[src/rtl/rsl_pkg.sv]
// Types and constants of the run-sliced line generator.
package rsl_pkg;

  localparam int CB    = 12;          // coordinate bits
  localparam int LW    = CB + 1;      // run length bits
  localparam int ETW   = CB + 3;      // error term bits
  localparam int CNT_W = $clog2(CB);  // divider step counter

  localparam logic OP_START = 1'b0;
  localparam logic OP_NEXT  = 1'b1;

  localparam logic [1:0] KIND_HORZ = 2'd0;
  localparam logic [1:0] KIND_VERT = 2'd1;
  localparam logic [1:0] KIND_DIAG = 2'd2;

  typedef struct packed {
    logic                 op;
    logic signed [CB-1:0] x_start;
    logic signed [CB-1:0] y_start;
    logic signed [CB-1:0] x_end;
    logic signed [CB-1:0] y_end;
  } cmd_t;

  typedef struct packed {
    logic signed [CB-1:0] run_x;
    logic signed [CB-1:0] run_y;
    logic [LW-1:0]        run_length;
    logic [1:0]           run_kind;
    logic                 diag_right;
    logic                 last_run;
  } run_t;

endpackage

[src/rtl/run_sliced_line_generator_core.sv]
// Run-sliced line generator: sequencer, shared divider and run stepper.
//
//  channel | dir | handshake           | word
//  cmd     | in  | cmd_valid/cmd_stall | rsl_pkg::cmd_t
//  run     | out | run_valid/run_stall | rsl_pkg::run_t
//
// A next word, and a start word for a single-run line, go from S_IDLE straight to S_OUT.
// A start word for a sliced line goes through S_DIV, where the restoring divider
// works out major/minor one quotient bit per cycle, then S_SETUP and S_OUT.
// cmd_stall is high from acceptance until the result reaches the run register.
// A stalled run word holds the result in the sequencer; the next command waits.
// Reset clears the sequencer, the line-active flag and run_valid.
module run_sliced_line_generator_core (
  input  logic          clk,
  input  logic          rst,
  input  logic          cmd_valid,
  output logic          cmd_stall,
  input  rsl_pkg::cmd_t cmd,
  output logic          run_valid,
  input  logic          run_stall,
  output rsl_pkg::run_t run
);
  import rsl_pkg::*;

  typedef enum logic [1:0] {S_IDLE, S_DIV, S_SETUP, S_OUT} state_t;

  state_t          state;
  logic [CNT_W-1:0] cnt;
  logic [CB:0]     acc;
  logic [CB-1:0]   quo;
  logic [CB-1:0]   minor;
  logic [CB-1:0]   cur_x;
  logic [CB-1:0]   cur_y;
  logic [ETW-1:0]  error_term;
  logic [CB:0]     adjust_up;
  logic [CB+1:0]   adjust_down;
  logic [CB-1:0]   base_run;
  logic [CB-1:0]   final_run;
  logic [CB-1:0]   runs_left;
  logic            step_left;
  logic            x_major;
  logic            busy;
  run_t            res;

  // Start decode: order endpoints top to bottom
  logic          swap;
  logic [CB-1:0] x1, y1, x2, y2;
  logic [CB:0]   dy_w, dx_w, adx_w;
  logic [CB-1:0] dy, adx;
  logic          left, dx_zero, dy_zero, is_diag, xmaj;

  always_comb begin
    swap    = cmd.y_start > cmd.y_end;
    x1      = swap ? cmd.x_end : cmd.x_start;
    y1      = swap ? cmd.y_end : cmd.y_start;
    x2      = swap ? cmd.x_start : cmd.x_end;
    y2      = swap ? cmd.y_start : cmd.y_end;
    dy_w    = {y2[CB-1], y2} - {y1[CB-1], y1};
    dx_w    = {x2[CB-1], x2} - {x1[CB-1], x1};
    left    = dx_w[CB];
    adx_w   = left ? (~dx_w + (CB+1)'(1)) : dx_w;
    dy      = dy_w[CB-1:0];
    adx     = adx_w[CB-1:0];
    dx_zero = (dx_w == '0);
    dy_zero = (dy == '0);
    is_diag = (adx == dy);
    xmaj    = (adx > dy);
  end

  // Divider step: shift in one dividend bit, trial subtract
  logic [CB:0]   sh;
  logic [CB+1:0] diff_w;
  logic          ge;

  always_comb begin
    sh     = {acc[CB-1:0], quo[CB-1]};
    diff_w = {1'b0, sh} - {2'b00, minor};
    ge     = !diff_w[CB+1];
  end

  // Set-up values from quotient and remainder
  logic [LW-1:0]  first_len;
  logic [ETW-1:0] et_setup;

  always_comb begin
    first_len = {2'b00, quo[CB-1:1]} + LW'(1);
    if (!quo[0] && acc[CB-1:0] == '0) first_len = first_len - LW'(1);
    et_setup = {{(ETW-CB){1'b0}}, acc[CB-1:0]} - {{(ETW-CB-1){1'b0}}, minor, 1'b0};
    if (quo[0]) et_setup = et_setup + {{(ETW-CB){1'b0}}, minor};
  end

  // Middle run: error accumulate and compare
  logic [ETW-1:0] et_add, et_next;
  logic           et_pos;
  logic [LW-1:0]  next_len;

  always_comb begin
    et_add   = error_term + {{(ETW-CB-1){1'b0}}, adjust_up};
    et_pos   = !et_add[ETW-1] && (et_add != '0);
    next_len = {1'b0, base_run} + LW'(et_pos);
    et_next  = et_pos ? et_add - {{(ETW-CB-2){1'b0}}, adjust_down} : et_add;
  end

  // Shared run emitter
  logic          em_last;
  logic [LW-1:0] em_len;
  logic [CB-1:0] len_c, nx, ny;
  run_t          em_run;

  always_comb begin
    em_last = (state != S_SETUP) && (runs_left == '0);
    if (state == S_SETUP)       em_len = first_len;
    else if (runs_left != '0)   em_len = next_len;
    else                        em_len = {1'b0, final_run};
    len_c = em_len[CB-1:0];
    em_run.run_length = em_len;
    em_run.run_y      = cur_y;
    em_run.diag_right = 1'b0;
    em_run.last_run   = em_last;
    if (x_major) begin
      em_run.run_x    = step_left ? cur_x - len_c + CB'(1) : cur_x;
      em_run.run_kind = KIND_HORZ;
      nx = step_left ? cur_x - len_c : cur_x + len_c;
      ny = cur_y + CB'(1);
    end else begin
      em_run.run_x    = cur_x;
      em_run.run_kind = KIND_VERT;
      nx = step_left ? cur_x - CB'(1) : cur_x + CB'(1);
      ny = cur_y + len_c;
    end
  end

  assign cmd_stall = (state != S_IDLE);

  // Sequencer and registers
  always_ff @(posedge clk) begin
    if (rst) begin
      state     <= S_IDLE;
      busy      <= 1'b0;
      run_valid <= 1'b0;
      cnt       <= '0;
    end else begin
      if (run_valid && !run_stall && state != S_OUT) run_valid <= 1'b0;
      case (state)
        S_IDLE: begin
          if (cmd_valid) begin
            if (cmd.op == OP_START) begin
              busy  <= 1'b0;
              res.last_run   <= 1'b1;
              res.run_y      <= y1;
              if (dx_zero) begin
                state          <= S_OUT;
                res.run_x      <= x1;
                res.run_length <= {1'b0, dy} + LW'(1);
                res.run_kind   <= KIND_VERT;
                res.diag_right <= 1'b0;
              end else if (dy_zero) begin
                state          <= S_OUT;
                res.run_x      <= left ? x2 : x1;
                res.run_length <= {1'b0, adx} + LW'(1);
                res.run_kind   <= KIND_HORZ;
                res.diag_right <= 1'b0;
              end else if (is_diag) begin
                state          <= S_OUT;
                res.run_x      <= x1;
                res.run_length <= {1'b0, adx} + LW'(1);
                res.run_kind   <= KIND_DIAG;
                res.diag_right <= !left;
              end else begin
                x_major   <= xmaj;
                step_left <= left;
                cur_x     <= x1;
                cur_y     <= y1;
                quo       <= xmaj ? adx : dy;
                minor     <= xmaj ? dy : adx;
                acc       <= '0;
                cnt       <= CNT_W'(CB - 1);
                state     <= S_DIV;
              end
            end else begin
              state <= S_OUT;
              if (!busy) begin
                res <= '{run_x: '0, run_y: '0, run_length: '0, run_kind: KIND_HORZ,
                         diag_right: 1'b0, last_run: 1'b1};
              end else begin
                res   <= em_run;
                cur_x <= nx;
                cur_y <= ny;
                if (runs_left != '0) begin
                  error_term <= et_next;
                  runs_left  <= runs_left - CB'(1);
                end else begin
                  busy <= 1'b0;
                end
              end
            end
          end
        end
        S_DIV: begin
          acc <= ge ? diff_w[CB:0] : sh;
          quo <= {quo[CB-2:0], ge};
          if (cnt == '0) state <= S_SETUP;
          else           cnt   <= cnt - CNT_W'(1);
        end
        S_SETUP: begin
          base_run    <= quo;
          adjust_up   <= {acc[CB-1:0], 1'b0};
          adjust_down <= {1'b0, minor, 1'b0};
          error_term  <= et_setup;
          final_run   <= {1'b0, quo[CB-1:1]} + CB'(1);
          runs_left   <= minor - CB'(1);
          busy        <= 1'b1;
          res         <= em_run;
          cur_x       <= nx;
          cur_y       <= ny;
          state       <= S_OUT;
        end
        S_OUT: begin
          if (!run_valid || !run_stall) begin
            run       <= res;
            run_valid <= 1'b1;
            state     <= S_IDLE;
          end
        end
        default: state <= S_IDLE;
      endcase
    end
  end

endmodule

[config.mk]
export PLATFORM = sky130hd
export DESIGN_NAME = run_sliced_line_generator_core
export DESIGN_NICKNAME = d
export VERILOG_FILES = /design/src/rtl/rsl_pkg.sv /design/src/rtl/run_sliced_line_generator_core.sv
export SDC_FILE = /design/constraint.sdc
export NUM_CORES = 1
export LEC_CHECK = 0
export ABC_AREA = 1
export BUFFER_PORTS_ARGS = -buffer_cell sky130_fd_sc_hd__buf_2
export CAP_MARGIN = 40
export CORE_AREA = 2 2 178 180
export CTS_CLUSTER_DIAMETER = 80
export CTS_CLUSTER_SIZE = 16
export DETAILED_ROUTE_END_ITERATION = 7
export DIE_AREA = 0 0 180 182
export PLACE_DENSITY_LB_ADDON = 0.12
export SYNTH_ARGS = -nofsm -noshare
export SYNTH_HDL_FRONTEND = slang
export SYNTH_SLANG_ARGS = --single-unit
export TNS_END_PERCENT = 5
[constraint.sdc]
create_clock -name clk -period 8.4 [get_ports clk]
set_input_delay 0 -clock clk [delete_from_list [all_inputs] [get_ports clk]]
set_output_delay 0 -clock clk [all_outputs]
set_load 0.1 [all_outputs]
==> flow_summary.json, run 1 <==
{
  "status": "completed",
  "avgSynthCellArea_um2": 7.82,
  "antenna_found_initial": 0,
  "grt-ovfl-total": 0,
  "hp-class": "input port to register",
  "maxCapViolCount": 0,
  "layout_commonest_cell": "nand2_1",
  "nets": 2610,
  "p_int_mw": 3.38,
  "cts_root_buf": "clkbuf_16",
  "wl_per_cell_um": 18.7,
  "crit_path_max_incr_delay_ps": 590,
  "grt_pass1_wl_um": 82600,
  "dpl_cell_area_um2": 19000,
  "min_period_ps": 6650,
  "post-place-cells": 2782,
  "routed-via-count": 16400,
  "end_kind": "register",
  "synth_seq_area_share": 0.371,
  "rsz0062_at_grt": "no",
  "synth_edf_count": 219,
  "p_clk_frac": 0.128,
  "via_per_inst": 5.80,
  "switching_share": 0.482,
  "skew_ps": 22.3,
  "cts-resized-gates": 0,
  "routed_wl_um": 52500,
  "cts_tree": "done",
  "power_frac_comb": 0.586,
  "grt_max_degree": 57,
  "yosysUniqueCellTypes": 57,
  "pin_count": 96,
  "cts_max_level": 1,
  "finalSetupTns_ps": 0,
  "cp-start-kind": "register",
  "clock-sinks": 227,
  "worstPathArrival_ps": 6910,
  "core_area_um2": 31000,
  "synth_seq_cells": 227,
  "worst_slack_ps": 1750,
  "hpwl_um": 41400,
  "path_class": "register to register",
  "antenna_cells": 0,
  "async_reset_ff_frac": 0,
  "max_slew.worst_pin.slew_ps": 818,
  "layout_common_cells": "505 x nand2_1, 310 x inv_1, 219 x edfxtp_1",
  "cpMostUsedCell": "nand2_1",
  "ant_nets": 0,
  "stdcell_count": 2817,
  "dieArea_um2": 32800,
  "crit_path_max_fanout": 6,
  "max_freq_mhz": 150,
  "ys.flop_type": "edfxtp_1",
  "initial_core_util": 0.586,
  "clk_latency_ps": 520,
  "crit_family": "compound AO/OA/AOI/OAI gates",
  "cts_buffers": 19,
  "maxSlewHeadroom": 0.455,
  "cts_buffer_depth": 3,
  "die-width_um": 180,
  "slew_viol_final": 0,
  "portBuffers": 95,
  "vdd_drop_max_uv": 233,
  "setup-violations-final": 0,
  "powerDensity_nw_per_um2": 332,
  "cts_setup_buffers": 0,
  "path_buf_inv": 2,
  "hold_violations": 0,
  "drive_gt1_frac": 0.103,
  "p_switching_mw": 3.14,
  "post-place-ws_ps": 1870,
  "p_total_mw": 6.52,
  "die_h_um": 182,
  "p_seq_frac": 0.286,
  "drt_iter0_drc": 1696,
  "gp_congestion": 1.00,
  "dr.pass1.iters": 6,
  "rows": 65,
  "area_growth_pct": 8.15,
  "cp.required_ps": 8660,
  "drc_errors": 0,
  "hold_buffers": 6,
  "first_global_vias": 15200,
  "clk_pin_slew_ps": 70,
  "syn-cell-area_um2": 18200,
  "finalCritPeriodShare": 0.792,
  "fillers": 2726,
  "p_leak_nw": 8.89,
  "synth_nets": 2527,
  "slowest_stage": "o311ai_0",
  "grt.total_usage": 0.319,
  "final_area_um2": 19600,
  "synth.yosys.warnings": 0,
  "synth_cells": 2324
}
-- tightest hold or removal path: stages --
cell and delay, ps:
buf_2 120, o21ai_2 110, inv_1 60, o21ai_0 80
inv_1 60
-- sequential cells by signal (all words and copies together), names as in the netlist, 4 cells and up --
signal,flops
acc,12
adjust_down,12
adjust_up,12
base_run,12
cnt,4
cur_x,12
cur_y,12
error_term,15
final_run,12
minor,12
quo,12
res,41
run,41
runs_left,12
-- through the flow --
step,util,hold slack [ps]
floorplan,-,180
global placement,0.614,298
detailed placement,0.615,317
CTS,0.634,11.3
global route,0.634,69.1
finish,0.634,35.0
-- Yosys cell counts (all sizes together), types with 2 or more instances --
cell type / count / area, um2
dfxtp: 8 / 160
xnor2: 24 / 210
inv: 323 / 1210
and2: 12 / 75.1
edfxtp: 219 / 6580
nand3b: 7 / 52.6
nor2: 204 / 838
xor2: 70 / 621
nor3: 23 / 126
o32ai: 2 / 17.5
o221ai: 3 / 26.3
o21a: 8 / 60.1
a21o: 6 / 45.0
a31o: 2 / 17.5
o21bai: 15 / 116
or2: 27 / 169
nand3: 142 / 756
clkinv: 5 / 18.8
buf: 12 / 97.6
nor4: 10 / 62.6
o21ai: 209 / 1090
a31oi: 12 / 75.1
ha: 141 / 1760
a21oi: 140 / 708
clkbuf: 43 / 161
o22ai: 13 / 81.3
nand2: 526 / 2030
a211oi: 6 / 45.0
and3: 5 / 31.3
nand4: 40 / 269
a22o: 2 / 17.5
o31ai: 15 / 113
o211ai: 37 / 303
fa: 9 / 180
-- routing by layer --
layer  wire [um]  vias up  GRT usage  part of all wire
li1            -     8014          -                 -
met1       24800     7567      0.485              0.47
met2       21800      692      0.480              0.41
met3        4640       77     0.0455             0.088
met4        1270        0     0.0790             0.024
met5           0        -          0                 0
-- area by class of cell --
| class | instances | area, um2 | share of cell area |
|---|---|---|---|
| Clock buffer | 25 | 498 | 0.0253 |
| Clock inverter | 4 | 45.0 | 0.00229 |
| Inverter | 328 | 1230 | 0.0627 |
| Multi-Input combinational cell | 1714 | 9970 | 0.508 |
| Sequential cell | 227 | 6740 | 0.343 |
| Tap cell | 402 | 503 | 0.0256 |
| Timing Repair Buffer | 117 | 663 | 0.0337 |
-- power by group through the flow --
stage                     combinational [mW]  clock (mW)  sequential, mW
after floorplan                         2.76           0            1.90
after global placement                  3.63           0            1.87
after detailed placement                3.73           0            1.88
after CTS                               3.75       0.851            1.86
after global routing                    4.28       0.884            1.89
final                                   3.82       0.837            1.86
-- cell families (layout without fill, tap and decap cells) --
kind of cell	after synthesis	after routing	share of synthesized area
AO/OA/AOI/OAI	474	474	0.152
XOR/XNOR	94	94	0.0457
adder cells (fa/ha/maj)	150	150	0.107
buffers and inverters	383	474	0.0820
flip-flops	227	227	0.371
AND/OR/NAND/NOR	996	996	0.243
-- path summary, 6_finish.rpt --
kind,slack (ps),endpoint,from,cells past startpoint
worst max-delay path,1750,res[40],error_term[1],40
worst min-delay path,40,cur_x[7],cmd[19],5
worst max register to register,1750,res[40],error_term[1],40
worst min register to register,420,run[21],res[21],0
Note: power is estimated with default switching activity, not from simulation.
==> run 2: changes to the inputs <==
==> constraint.sdc (replaced) <==
create_clock -name clk -period 6.8 [get_ports clk]
set_input_delay 0 -clock clk [delete_from_list [all_inputs] [get_ports clk]]
set_output_delay 0 -clock clk [all_outputs]
set_load 0.1 [all_outputs]
==> flow_summary.json, run 2 (synthesis results as in run 1) <==
{
  "grt_max_degree": 56,
  "antenna_found_initial": 0,
  "wl_per_cell_um": 18.6,
  "slowest_stage": "edfxtp_1",
  "area_growth_pct": 9.21,
  "powerDensity_nw_per_um2": 413,
  "core_area_um2": 31000,
  "power_frac_comb": 0.594,
  "ant_nets": 0,
  "cp-start-kind": "register",
  "cts_buffer_depth": 3,
  "p_switching_mw": 3.94,
  "via_per_inst": 5.82,
  "multi_input_area_um2": 10100,
  "crit_family": "compound AO/OA/AOI/OAI gates",
  "stdcell_count": 2822,
  "layout_commonest_cell": "nand2_1",
  "drt_iter0_drc": 1572,
  "portBuffers": 95,
  "cts_max_level": 1,
  "p_int_mw": 4.25,
  "p_leak_nw": 8.94,
  "setup-violations-final": 0,
  "maxSlewHeadroom": 0.499,
  "regArea_um2": 6740,
  "grt.total_usage": 0.318,
  "p_seq_frac": 0.282,
  "die-width_um": 180,
  "routed_wl_um": 52400,
  "hpwl_um": 41400,
  "crit_path_max_fanout": 8,
  "status": "completed",
  "p_clk_frac": 0.124,
  "cp.required_ps": 7060,
  "slew_viol_final": 0,
  "vdd_drop_max_uv": 333,
  "antenna_cells": 0,
  "drc_errors": 0,
  "clk_latency_ps": 510,
  "rows": 65,
  "min_period_ps": 6250,
  "maxCapViolCount": 0,
  "hold_ws_ps": 12.2,
  "path_class": "register to register",
  "switching_share": 0.481,
  "grt_pass1_wl_um": 82200,
  "layout_common_cells": "500 x nand2_1, 309 x inv_1, 219 x edfxtp_1",
  "die_h_um": 182,
  "grt-ovfl-total": 0,
  "dieArea_um2": 32800,
  "worstPathArrival_ps": 6500,
  "path_buf_inv": 3,
  "max_slew.worst_pin.slew_ps": 743,
  "largestRegisters": "res (41), run (41), error_term (15)",
  "cpMostUsedCell": "nand2_1",
  "routed-via-count": 16400,
  "crit_path_max_incr_delay_ps": 420,
  "finalCritPeriodShare": 0.919,
  "first_global_vias": 15300,
  "max_freq_mhz": 160,
  "cts_buffers": 19,
  "nets": 2618,
  "cts_tree": "done",
  "end_kind": "register",
  "hp-class": "input port to register",
  "clock-sinks": 227,
  "clk_pin_slew_ps": 70,
  "post-route-util": 0.640,
  "skew_ps": 24.5,
  "initial_core_util": 0.586,
  "fillers": 2798,
  "pin_count": 96,
  "cts_root_buf": "clkbuf_16",
  "hold_violations": 0,
  "gp_congestion": 1.01,
  "drive_gt1_frac": 0.116,
  "dr.pass1.iters": 6,
  "post-place-cells": 2787
}
==> run 2: through the flow <==
stage               TNS [ps]  area, um2  setup slack, ps  power (mW)
floorplan                  0      18200              517        5.76
global placement           0      19100              470        6.82
detailed placement         0      19100              325        6.96
CTS                        0      19700              234        8.00
global route           -11.7      19800            -11.7        8.88
finish                     0      19800              552        8.18
==> run 2: routing by layer <==
metal	GRT usage	up-vias	wire, um
li1	-	8054	-
met1	0.469	7616	23800
met2	0.471	684	21800
met3	0.0708	78	5380
met4	0.0894	0	1440
met5	0	-	0
==> run 2: power groups by stage <==
stage	clock [mW]	sequential [mW]	combinational [mW]
finish	1.02	2.31	4.86
global placement	0	2.31	4.51
CTS	1.03	2.29	4.67
floorplan	0	2.35	3.41
global route	1.08	2.34	5.46
detailed placement	0	2.32	4.64
==> run 2: repair_timing <==
item                                   CTS  global route
gates resized for setup                  0            31
hold buffers                             6             0
setup endpoints to repair                0            10
buffers inserted                         0             3
endpoints found under the hold margin    8             0
==> run 2: worst register-to-register path: cells and delay by family (launching register included) <==
kind	cells	cell delay, ps
AND/OR/NAND/NOR	13	1570
flip-flops	1	420
AO/OA/AOI/OAI	14	2070
XOR/XNOR	4	690
adder cells (fa/ha/maj)	4	1010
buffers and inverters	3	230
==> run 2: worst paths after layout <==
| kind | startpoint | end | slack (ps) | depth (start not counted) |
|---|---|---|---|---|
| max | error_term[3] | res[40] | 550 | 38 |
| min | cmd[22] | cur_x[10] | 10 | 5 |
| min reg2reg | res[22] | run[22] | 420 | 0 |
| max reg2reg | error_term[3] | res[40] | 550 | 38 |
==> run 2: final cells by class <==
class | instances | share of cell area
clock buffer | 22 | 0.0245
clock inverter | 4 | 0.00208
inverter | 328 | 0.0621
multi-input combinational | 1714 | 0.509
sequential | 227 | 0.340
tap | 402 | 0.0254
timing repair buffer | 125 | 0.0375
